### src/hw/rtl/three_wire_serial_command_sender_macros.svh
// Assertion macros shared by the serial command sender RTL.
`ifndef THREE_WIRE_SERIAL_COMMAND_SENDER_MACROS_SVH
`define THREE_WIRE_SERIAL_COMMAND_SENDER_MACROS_SVH

// Checks that the consequent holds in the same cycle as the antecedent.
`define TWS_ASSERT_SAME(label, clk, rst_n, ante, cons) \
    label: assert property (@(posedge clk) disable iff (!(rst_n)) (ante) |-> (cons)) \
        else $error("tws assertion failed");

// Checks that the consequent holds in the cycle after the antecedent.
`define TWS_ASSERT_NEXT(label, clk, rst_n, ante, cons) \
    label: assert property (@(posedge clk) disable iff (!(rst_n)) (ante) |=> (cons)) \
        else $error("tws assertion failed");

`endif

### src/hw/rtl/tws_pkg.sv
// Package with constants and types of the three-wire serial command sender.
`default_nettype none

package tws_pkg;

    localparam int COMMAND_BITS_DEF = 7;
    localparam int PAYLOAD_BITS_DEF = 8;
    localparam int DELAY_W          = 8;

    // Request kinds carried in tuser.
    localparam logic KIND_START = 1'b0;
    localparam logic KIND_TICK  = 1'b1;

    // Phases with fixed pin actions; bit phases follow from FIRST_BIT_PHASE.
    localparam int PH_IDLE         = 0;
    localparam int PH_CLK_HIGH     = 1;
    localparam int PH_SELECT_LOW   = 2;
    localparam int PH_START_BIT    = 3;
    localparam int PH_CLK_RISE     = 4;
    localparam int FIRST_BIT_PHASE = 5;

    localparam int RESULT_W     = 6;
    localparam int RESULT_PAD_W = 8;

    typedef struct packed {
        logic rejected;
        logic done_res;
        logic busy_res;
        logic data_line;
        logic select_line;
        logic clock_line;
    } t_result;

endpackage

`default_nettype wire

### src/hw/rtl/three_wire_serial_command_sender.sv
// Top level of the three-wire serial command sender.
//
//  channel   | ports                         | contents
//  ----------+-------------------------------+--------------------------------------
//  request   | s_tvalid/s_tready/s_tdata/tuser | start (code, payload) or time tick
//  result    | m_tvalid/m_tready/m_tdata     | pin levels and status after a request
//  config    | i_cfg_we/i_cfg_wdata          | ticks_per_delay
//
// Every request is decided combinationally: the state and result registers are
// updated at the edge where it is accepted, so one request per cycle unless stalled.
// A request is accepted while the result register is empty or being taken.
// Reset is synchronous and active low; it clears the state and the result valid.
// A stalled result holds its value; no request is taken until it drains.
`default_nettype none

`include "three_wire_serial_command_sender_macros.svh"

module three_wire_serial_command_sender #(
    parameter int COMMAND_BITS = tws_pkg::COMMAND_BITS_DEF,
    parameter int PAYLOAD_BITS = tws_pkg::PAYLOAD_BITS_DEF
) (
    input  wire logic                   i_clk,
    input  wire logic                   i_rst_n,
    input  wire logic                   i_cfg_we,
    input  wire logic [tws_pkg::DELAY_W-1:0] i_cfg_wdata,
    input  wire logic                   s_tvalid,
    output logic                        s_tready,
    // Fields from bit 0: command_code, payload_byte, zero fill.
    input  wire logic [((COMMAND_BITS+PAYLOAD_BITS+7)/8)*8-1:0] s_tdata,
    // Field: kind.
    input  wire logic                   s_tuser,
    output logic                        m_tvalid,
    input  wire logic                   m_tready,
    // Fields from bit 0: clock_line, select_line, data_line, busy_res, done_res,
    // rejected, zero fill.
    output logic [tws_pkg::RESULT_PAD_W-1:0] m_tdata
);

    localparam int TOTAL_BITS = COMMAND_BITS + PAYLOAD_BITS;
    localparam int LAST_PHASE = 4 + 2 * TOTAL_BITS;
    localparam int PH_W       = $clog2(LAST_PHASE + 1);
    localparam int PN_W       = PH_W + 1;
    localparam int DW         = tws_pkg::DELAY_W;

    logic [DW-1:0]         r_ticks;
    logic [PH_W-1:0]       r_phase,   n_phase;
    logic [TOTAL_BITS-1:0] r_shift,   n_shift;
    logic [DW-1:0]         r_cnt,     n_cnt;
    logic                  r_clk_lvl, n_clk_lvl;
    logic                  r_sel_lvl, n_sel_lvl;
    logic                  r_dat_lvl, n_dat_lvl;
    logic                  r_active,  n_active;
    logic                  r_out_valid;
    tws_pkg::t_result      r_out,     n_out;

    logic                  accept;
    logic [DW-1:0]         limit;
    logic [DW-1:0]         cnt_inc;
    logic [PN_W-1:0]       next_ph;
    logic                  done;
    logic                  rej;

    assign s_tready = !r_out_valid || m_tready;
    assign accept   = s_tvalid && s_tready;
    assign limit    = (r_ticks == '0) ? DW'(1) : r_ticks;
    assign cnt_inc  = r_cnt + DW'(1);
    assign next_ph  = {1'b0, r_phase} + PN_W'(1);

    always_comb begin
        n_phase   = r_phase;
        n_shift   = r_shift;
        n_cnt     = r_cnt;
        n_clk_lvl = r_clk_lvl;
        n_sel_lvl = r_sel_lvl;
        n_dat_lvl = r_dat_lvl;
        n_active  = r_active;
        done      = 1'b0;
        rej       = 1'b0;
        if (s_tuser == tws_pkg::KIND_START) begin
            if (r_active) begin
                rej = 1'b1;
            end else begin
                n_shift   = {s_tdata[COMMAND_BITS-1:0],
                             s_tdata[TOTAL_BITS-1:COMMAND_BITS]};
                n_clk_lvl = 1'b1;
                n_phase   = PH_W'(tws_pkg::PH_CLK_HIGH);
                n_cnt     = '0;
                n_active  = 1'b1;
            end
        end else if (r_active) begin
            n_cnt = cnt_inc;
            if (cnt_inc >= limit) begin
                n_cnt = '0;
                if (next_ph > PN_W'(LAST_PHASE)) begin
                    n_sel_lvl = 1'b1;
                    n_active  = 1'b0;
                    n_phase   = PH_W'(tws_pkg::PH_IDLE);
                    done      = 1'b1;
                end else begin
                    n_phase = next_ph[PH_W-1:0];
                    if (next_ph == PN_W'(tws_pkg::PH_SELECT_LOW)) begin
                        n_sel_lvl = 1'b0;
                        n_clk_lvl = 1'b0;
                    end else if (next_ph == PN_W'(tws_pkg::PH_START_BIT)) begin
                        n_dat_lvl = 1'b0;
                    end else if (next_ph == PN_W'(tws_pkg::PH_CLK_RISE)) begin
                        n_clk_lvl = 1'b1;
                    end else if (next_ph >= PN_W'(tws_pkg::FIRST_BIT_PHASE)) begin
                        // Bit phases alternate: odd numbers put a bit out with the clock
                        // low, even numbers raise the clock.
                        if (next_ph[0]) begin
                            n_clk_lvl = 1'b0;
                            n_dat_lvl = r_shift[TOTAL_BITS-1];
                            n_shift   = r_shift << 1;
                        end else begin
                            n_clk_lvl = 1'b1;
                        end
                    end
                end
            end
        end
        n_out.clock_line  = n_clk_lvl;
        n_out.select_line = n_sel_lvl;
        n_out.data_line   = n_dat_lvl;
        n_out.busy_res    = n_active;
        n_out.done_res    = done;
        n_out.rejected    = rej;
    end

    always_ff @(posedge i_clk) begin
        if (!i_rst_n) begin
            r_ticks     <= DW'(1);
            r_phase     <= PH_W'(tws_pkg::PH_IDLE);
            r_shift     <= '0;
            r_cnt       <= '0;
            r_clk_lvl   <= 1'b1;
            r_sel_lvl   <= 1'b1;
            r_dat_lvl   <= 1'b1;
            r_active    <= 1'b0;
            r_out_valid <= 1'b0;
        end else begin
            if (i_cfg_we) begin
                r_ticks <= i_cfg_wdata;
            end
            if (accept) begin
                r_phase     <= n_phase;
                r_shift     <= n_shift;
                r_cnt       <= n_cnt;
                r_clk_lvl   <= n_clk_lvl;
                r_sel_lvl   <= n_sel_lvl;
                r_dat_lvl   <= n_dat_lvl;
                r_active    <= n_active;
                r_out_valid <= 1'b1;
            end else if (m_tready) begin
                r_out_valid <= 1'b0;
            end
        end
    end

    always_ff @(posedge i_clk) begin
        if (accept) begin
            r_out <= n_out;
        end
    end

    assign m_tvalid = r_out_valid;
    assign m_tdata  = {{(tws_pkg::RESULT_PAD_W - tws_pkg::RESULT_W){1'b0}}, r_out};

    `TWS_ASSERT_SAME(a_done_ends_transfer, i_clk, i_rst_n,
        r_out_valid && r_out.done_res, r_out.select_line && !r_out.busy_res)
    `TWS_ASSERT_SAME(a_idle_phase_zero, i_clk, i_rst_n,
        !r_active, r_phase == PH_W'(tws_pkg::PH_IDLE))
    `TWS_ASSERT_NEXT(a_reject_keeps_state, i_clk, i_rst_n,
        accept && s_tuser == tws_pkg::KIND_START && r_active,
        r_phase == $past(r_phase) && r_shift == $past(r_shift) && r_out.rejected)

endmodule

`default_nettype wire
### config.mk
export PLATFORM = sky130hd
export DESIGN_NAME = three_wire_serial_command_sender
export DESIGN_NICKNAME = d
export VERILOG_FILES = /design/src/hw/rtl/tws_pkg.sv /design/src/hw/rtl/three_wire_serial_command_sender.sv
export VERILOG_INCLUDE_DIRS = /design/src /design/src/hw/rtl
export SDC_FILE = /design/constraint.sdc
export NUM_CORES = 1
export LEC_CHECK = 0
export ABC_AREA = 1
export BUFFER_PORTS_ARGS = -buffer_cell sky130_fd_sc_hd__buf_2
export CAP_MARGIN = 15
export CORE_UTILIZATION = 28
export DETAILED_ROUTE_END_ITERATION = 8
export GPL_TIMING_DRIVEN = 0
export PLACE_DENSITY = 0.42
export SLEW_MARGIN = 20
export SYNTH_ARGS = -nofsm -noshare
export SYNTH_HDL_FRONTEND = slang
export SYNTH_SLANG_ARGS = --single-unit
### constraint.sdc
create_clock -name i_clk -period 4.6 [get_ports i_clk]
set_clock_uncertainty 0.2 [all_clocks]
set_input_delay 0.92 -clock i_clk [delete_from_list [all_inputs] [get_ports i_clk]]
set_output_delay 0.92 -clock i_clk [all_outputs]
set_load 0.05 [all_outputs]
* After elaboration in Yosys (flattened, before gate mapping) *
Index checks and enable logic that the tools add are counted.
W data, S select, Z words.

operators by class
  $add $sub $neg = 2
  multipliers = 0
  div/mod/pow operators = 0
  $lt $le $gt $ge = 3
  equal/unequal tests = 12
  shifts and indexed selects = 0
  muxes and demuxes = 52
  bitwise operators = 0
  reduce and logical (&&, ||, !) cells = 9

operators by type and width
  kind                   count
  $mux W15               10
  $mux W8                5
  $mux W1                32
  $mux W6                5
  $eq A7 B2 Y1 const B   2
  $ne A2 B2 Y1 const B   5
  $reduce_and A10 Y1     1
  $add A8 B1 Y8 const B  1
  $ge A8 B8 Y1           1
  $logic_not A8 Y1       1
  $ne A2 B1 Y1 const B   4
  $add A6 B1 Y7 const B  1
  $eq A7 B3 Y1 const B   1
  $ge A7 B3 Y1 const B   1
  $gt A7 B6 Y1 const B   1
  $reduce_and A3 Y1      2
  $reduce_and A4 Y1      1
  $reduce_bool A2 Y1     1
  $logic_and A1 B1 Y1    1
  $logic_not A1 Y1       1
  $logic_or A1 B1 Y1     1

storage, ports and cells
  register bits after elaboration = 48
  bits in latches = 0
  memory bits (writable) = 0
  bits in read-only memories = 0
  input bits = 30
  word-level logic and storage cells = 93
  memories = 0

* Depth between registers and ports, before layout *
  depth after elaboration = 10
  gate-level depth with buffers = 17
  gate-level depth less buffers = 17

* Worst setup path after synthesis *
No wires, ideal clock.

  path kind = input to register
  from = input m_tready
  to = register r_cnt[1]
  setup time = 0.071 ns
  arrival = 2.605 ns
  path slack = 1.725 ns
  stages on the path = 8
  buffers on the path = 0
  path through = inv_1 -> nand2_1 -> nand2_1 -> inv_1 -> nand2_1 -> nor3_2 -> nand2_1 -> a21oi_1

between the ends
  longest elaborated chain between the ends = 3

ends and longest elaborated chain
  item                         RTL line                                 RTL
  start, declared              three_wire_serial_command_sender.sv:33   input wire logic m_tready,
  $logic_or A1 B1 Y1           three_wire_serial_command_sender.sv:63   assign s_tready = !r_out_valid || m_tready;
  named net s_tready           three_wire_serial_command_sender.sv:27   output logic s_tready,
  $logic_and A1 B1 Y1          three_wire_serial_command_sender.sv:64   assign accept = s_tvalid && s_tready;
  named net accept             three_wire_serial_command_sender.sv:56   logic accept;
  $reduce_and A3 Y1 (no line)  -
  end signal, assigned         three_wire_serial_command_sender.sv:148  r_cnt <= n_cnt;
  end, declared                three_wire_serial_command_sender.sv:48   logic [DW-1:0] r_cnt, n_cnt;

The timed path passes the listed nets, and every way through them passes these cells.
A chain may end at the register's enable or synchronous reset.

* Worst setup path in the final report *
  from = register r_cnt[0]
  to = register r_phase[2]

between the ends
  longest elaborated chain between the ends = 4

ends and longest elaborated chain
  item                         RTL line                                 RTL
  $add A8 B1 Y8                three_wire_serial_command_sender.sv:66   assign cnt_inc = r_cnt + DW'(1);
  $ge A8 B8 Y1                 three_wire_serial_command_sender.sv:92   if (cnt_inc >= limit) begin
  $ne A2 B1 Y1 (no line)       -
  $reduce_and A4 Y1 (no line)  -
  end signal, assigned         three_wire_serial_command_sender.sv:133  r_phase <= PH_W'(tws_pkg::PH_IDLE);
  end signal, assigned         three_wire_serial_command_sender.sv:146  r_phase <= n_phase;
  end, declared                three_wire_serial_command_sender.sv:46   logic [PH_W-1:0] r_phase, n_phase;

Every way passes these cells.

==> impl_metrics.py <==
metrics = {
    "sta": {
        "worst_slew_margin_rel_pct": 62.9,
        "setup_repair_after_global_routing_missed_its_margin": "no",
        "final.setup.tns_ps": 0,
        "final_max_slew_viol_count": 0,
        "worst_margin_pin_slew_ps": 553,
        "final_worst_path_period_share_pct": 70.5,
        "finalSetupViolations": 0,
        "timing.fmax_mhz": 308,
        "report.final.hold_viol_count": 0,
        "period_needed_ps": 3240,
        "final_layout_worst_hold_slack_ps": 281,
    },
    "drt": {
        "drt_iter0_drc": 61,
        "postRouteAntennaNets": 0,
        "detail_route.wl_per_cell_um": 11.3,
        "avgViaCountPerCell": 4.32,
        "wirelength_mm": 6.62,
        "drt_first_pass_iters": 4,
        "total_vias_in_the_final_route": 2543,
        "drcViolationCount": 0,
    },
    "synthesis": {
        "ys_types": 33,
        "synth_simple_gate_area_share_pct": 31.4,
        "yosys.area_share.adder_pct": 7.04,
        "mappedNetlistArea_mm2": 0.00284,
        "postSynthRegisterBits": 48,
        "synth_top_flop_cell": "sky130_fd_sc_hd__dfxtp_1",
        "most_common_cell_in_the_netlist": "sky130_fd_sc_hd__nand2_1",
        "synthesis.instances": 411,
        "post_synth_xor_area_fraction_pct": 2.16,
        "synth_largest_area_cell": "sky130_fd_sc_hd__dfxtp_1",
        "syn-mean-instance-area_um2": 6.92,
        "post_synth_main_area_contributors": "sky130_fd_sc_hd__dfxtp_1 30%, sky130_fd_sc_hd__nand2_1 13%, sky130_fd_sc_hd__nor2_1 7.1%",
        "ys_warn_count": 0,
        "post_synthesis_compound_gate_area_fraction_pct": 13.5,
        "synth_edf_count": 6,
        "synthTopCellsByCount": "99 x sky130_fd_sc_hd__nand2_1, 54 x sky130_fd_sc_hd__nor2_1, 52 x sky130_fd_sc_hd__inv_1",
        "synthMuxAreaShare_pct": 0,
        "synthDominantCellAreaShare_pct": 29.6,
        "synthArstFlopShare_pct": 0,
        "synth-seq-area-share_pct": 35.9,
        "synth_top_family_by_area": "simple AND/OR/NAND/NOR gates",
    },
    "global_route": {
        "global_route.usage.total_pct": 14.2,
        "grt_max_degree": 15,
        "antenna_found_initial": 0,
        "grt_pass1_vias": 2428,
        "grt_pass1_wl_mm": 11.6,
        "globalRoute.totalOverflow": 0,
    },
    "placed_design": {
        "dp_hpwl_mm": 5.00,
        "numPlacedInstances": 581,
        "port-buffer-count": 36,
        "routabilityCongestion": 0.768,
    },
    "cells_and_area": {
        "multiInputGateArea_mm2": 0.00154,
        "num-nets-final": 501,
        "finalNonFillerCells": 588,
        "drive_gt1_share_pct": 15.2,
        "diodes": 0,
        "nFillCells": 1132,
        "area_growth_pct": 15.8,
        "regArea_mm2": 0.00102,
    },
    "clock_tree": {
        "clock-sinks": 48,
        "cts_tree": "built",
        "cts-buffers-inserted": 5,
        "clock_slew_seen_by_the_registers_of_the_worst_setup_and_hold_paths_ps": 90,
        "cts_hold_buffers": 0,
        "cts_root_buffer": "sky130_fd_sc_hd__clkbuf_8",
        "ctsHtreeMaxLevel": 2,
        "clock_latency_ps": 300,
        "ctsLongestPathBuffers": 2,
        "cts_post_setup_buffers_inserted": 0,
        "post_cts_resized": 0,
    },
    "run": {
        "drv_cap": 0,
    },
    "power_and_ir_drop": {
        "combPwrFrac_pct": 22.6,
        "vdd.ir_drop.worst_v": 0.000118,
        "netSwitchingPower_w": 0.000306,
        "report.power.total_w": 0.000971,
        "power_report.internal_total_w": 0.000665,
        "power-per-cell-area_mw_per_mm2": 295,
        "power.switching_fraction_pct": 31.5,
        "clock_power_share_pct": 29.0,
        "cellLeakagePower_nw": 1.59,
        "share_of_power_burned_in_registers_pct": 48.3,
    },
    "critical_path": {
        "crit_path_end_kind": "flip-flop",
        "criticalPathCategory": "reg -> reg",
        "worst-r2r-setup-slack_ps": 1360,
        "required_ps": 4590,
        "timing.critical_path.from_type": "flip-flop",
        "arrival_time_reported_for_the_critical_path_endpoint_ps": 3240,
        "largest_driver_fanout_on_the_critical_path": 10,
    },
    "outcome": {
        "status": "complete, no violations",
    },
    "hold_path": {
        "min-delay-path-class": "reg -> reg",
    },
    "floorplan": {
        "rows": 36,
        "die_w_um": 103,
        "initial_core_util_pct": 29.0,
        "die_h_um": 103,
        "dieArea_mm2": 0.0106,
        "placeableCoreArea_mm2": 0.00982,
        "pin_count": 40,
    },
}
==> sequential cells by signal, indices dropped and copies added, names as in the netlist <==
signal     flops
r_cnt          8
r_shift       15
m_tdata        6
r_ticks        8
r_dat_lvl      1
r_active       1
r_phase        6
r_sel_lvl      1
m_tvalid       1
r_clk_lvl      1
==> power by group through the flow <==
| stage | clock network (W) | logic, W | registers [W] |
|---|---|---|---|
| after floorplan | 0 | 0.000155 | 0.000489 |
| after global placement | 0 | 0.000223 | 0.000479 |
| after detailed placement | 0 | 0.000223 | 0.000479 |
| after CTS | 0.000300 | 0.000223 | 0.000470 |
| after global routing | 0.000316 | 0.000256 | 0.000473 |
| final | 0.000282 | 0.000220 | 0.000469 |
==> logic make-up after synthesis <==
| logic type | count (synthesis) |
|---|---|
| AO/OA/AOI/OAI | 71 |
| XOR/XNOR | 7 |
| adder cells (fa/ha/maj) | 16 |
| buffers and inverters | 68 |
| flip-flops | 48 |
| other | 1 |
| AND/OR/NAND/NOR | 200 |
==> path summary, 6_finish.rpt <==
check,start,to,cells past startpoint
min,r_ticks[2],r_ticks[2],2
max reg2reg,r_cnt[0],r_phase[2],14
max,r_cnt[0],r_phase[2],14
min reg2reg,r_ticks[2],r_ticks[2],2
==> worst max-delay path: stages, from the launching register on <==
cell and delay, ps:
sky130_fd_sc_hd__dfxtp_1 430, sky130_fd_sc_hd__nand3_1 140, sky130_fd_sc_hd__nand3b_1 210, sky130_fd_sc_hd__nand3b_1 190, sky130_fd_sc_hd__xnor2_1 220, sky130_fd_sc_hd__ha_1 280
sky130_fd_sc_hd__a21o_1 170, sky130_fd_sc_hd__nor2_1 90, sky130_fd_sc_hd__nand3_1 270, sky130_fd_sc_hd__nand2_1 170, sky130_fd_sc_hd__o21ai_0 90, sky130_fd_sc_hd__nand2_1 290
sky130_fd_sc_hd__inv_1 160, sky130_fd_sc_hd__o21ai_0 170, sky130_fd_sc_hd__nor2_1 50
==> area by class of cell <==
class / instances / share of cell area (%)
Buffer: 15 / 2.55
Sequential cell: 48 / 31.0
Clock buffer: 7 / 2.96
Timing Repair Buffer: 36 / 5.47
Tap cell: 133 / 5.06
Multi-Input combinational cell: 296 / 46.9
Inverter: 53 / 6.04
==> metrics by stage <==
stage | instance area, um^2 | setup WS [ps] | util (%)
floorplan | 2850 | 1720 | -
global placement | 3190 | 1090 | 32.5
detailed placement | 3190 | 1110 | 32.5
CTS | 3290 | 1330 | 33.5
global route | 3290 | 987 | 33.5
finish | 3290 | 1360 | 33.5
==> layout by cell type (no fill, tap or decap), types with 4 or more instances in the layout <==
| cell | count |
|---|---|
| sky130_fd_sc_hd__nand2_2 | 11 |
| sky130_fd_sc_hd__ha_1 | 16 |
| sky130_fd_sc_hd__nand3_1 | 19 |
| sky130_fd_sc_hd__inv_1 | 52 |
| sky130_fd_sc_hd__nand4_1 | 4 |
| sky130_fd_sc_hd__nand2_1 | 99 |
| sky130_fd_sc_hd__clkbuf_8 | 5 |
| sky130_fd_sc_hd__xor2_1 | 4 |
| sky130_fd_sc_hd__nor2_1 | 54 |
| sky130_fd_sc_hd__edfxtp_1 | 6 |
| sky130_fd_sc_hd__o21ai_0 | 34 |
| sky130_fd_sc_hd__a21oi_1 | 30 |
| sky130_fd_sc_hd__dfxtp_1 | 42 |
| sky130_fd_sc_hd__buf_2 | 37 |
| sky130_fd_sc_hd__clkbuf_1 | 9 |
==> per-layer routing <==
metal / share of wire, % / vias to the layer above / global-route usage [%]
met5: 0 / - / 0
met4: 1.1 / 0 / 3.58
met3: 3.2 / 7 / 2.64
met2: 44 / 37 / 22.8
met1: 51 / 1112 / 19.4
li1: - / 1387 / -
(Power assumes the default switching activity.)
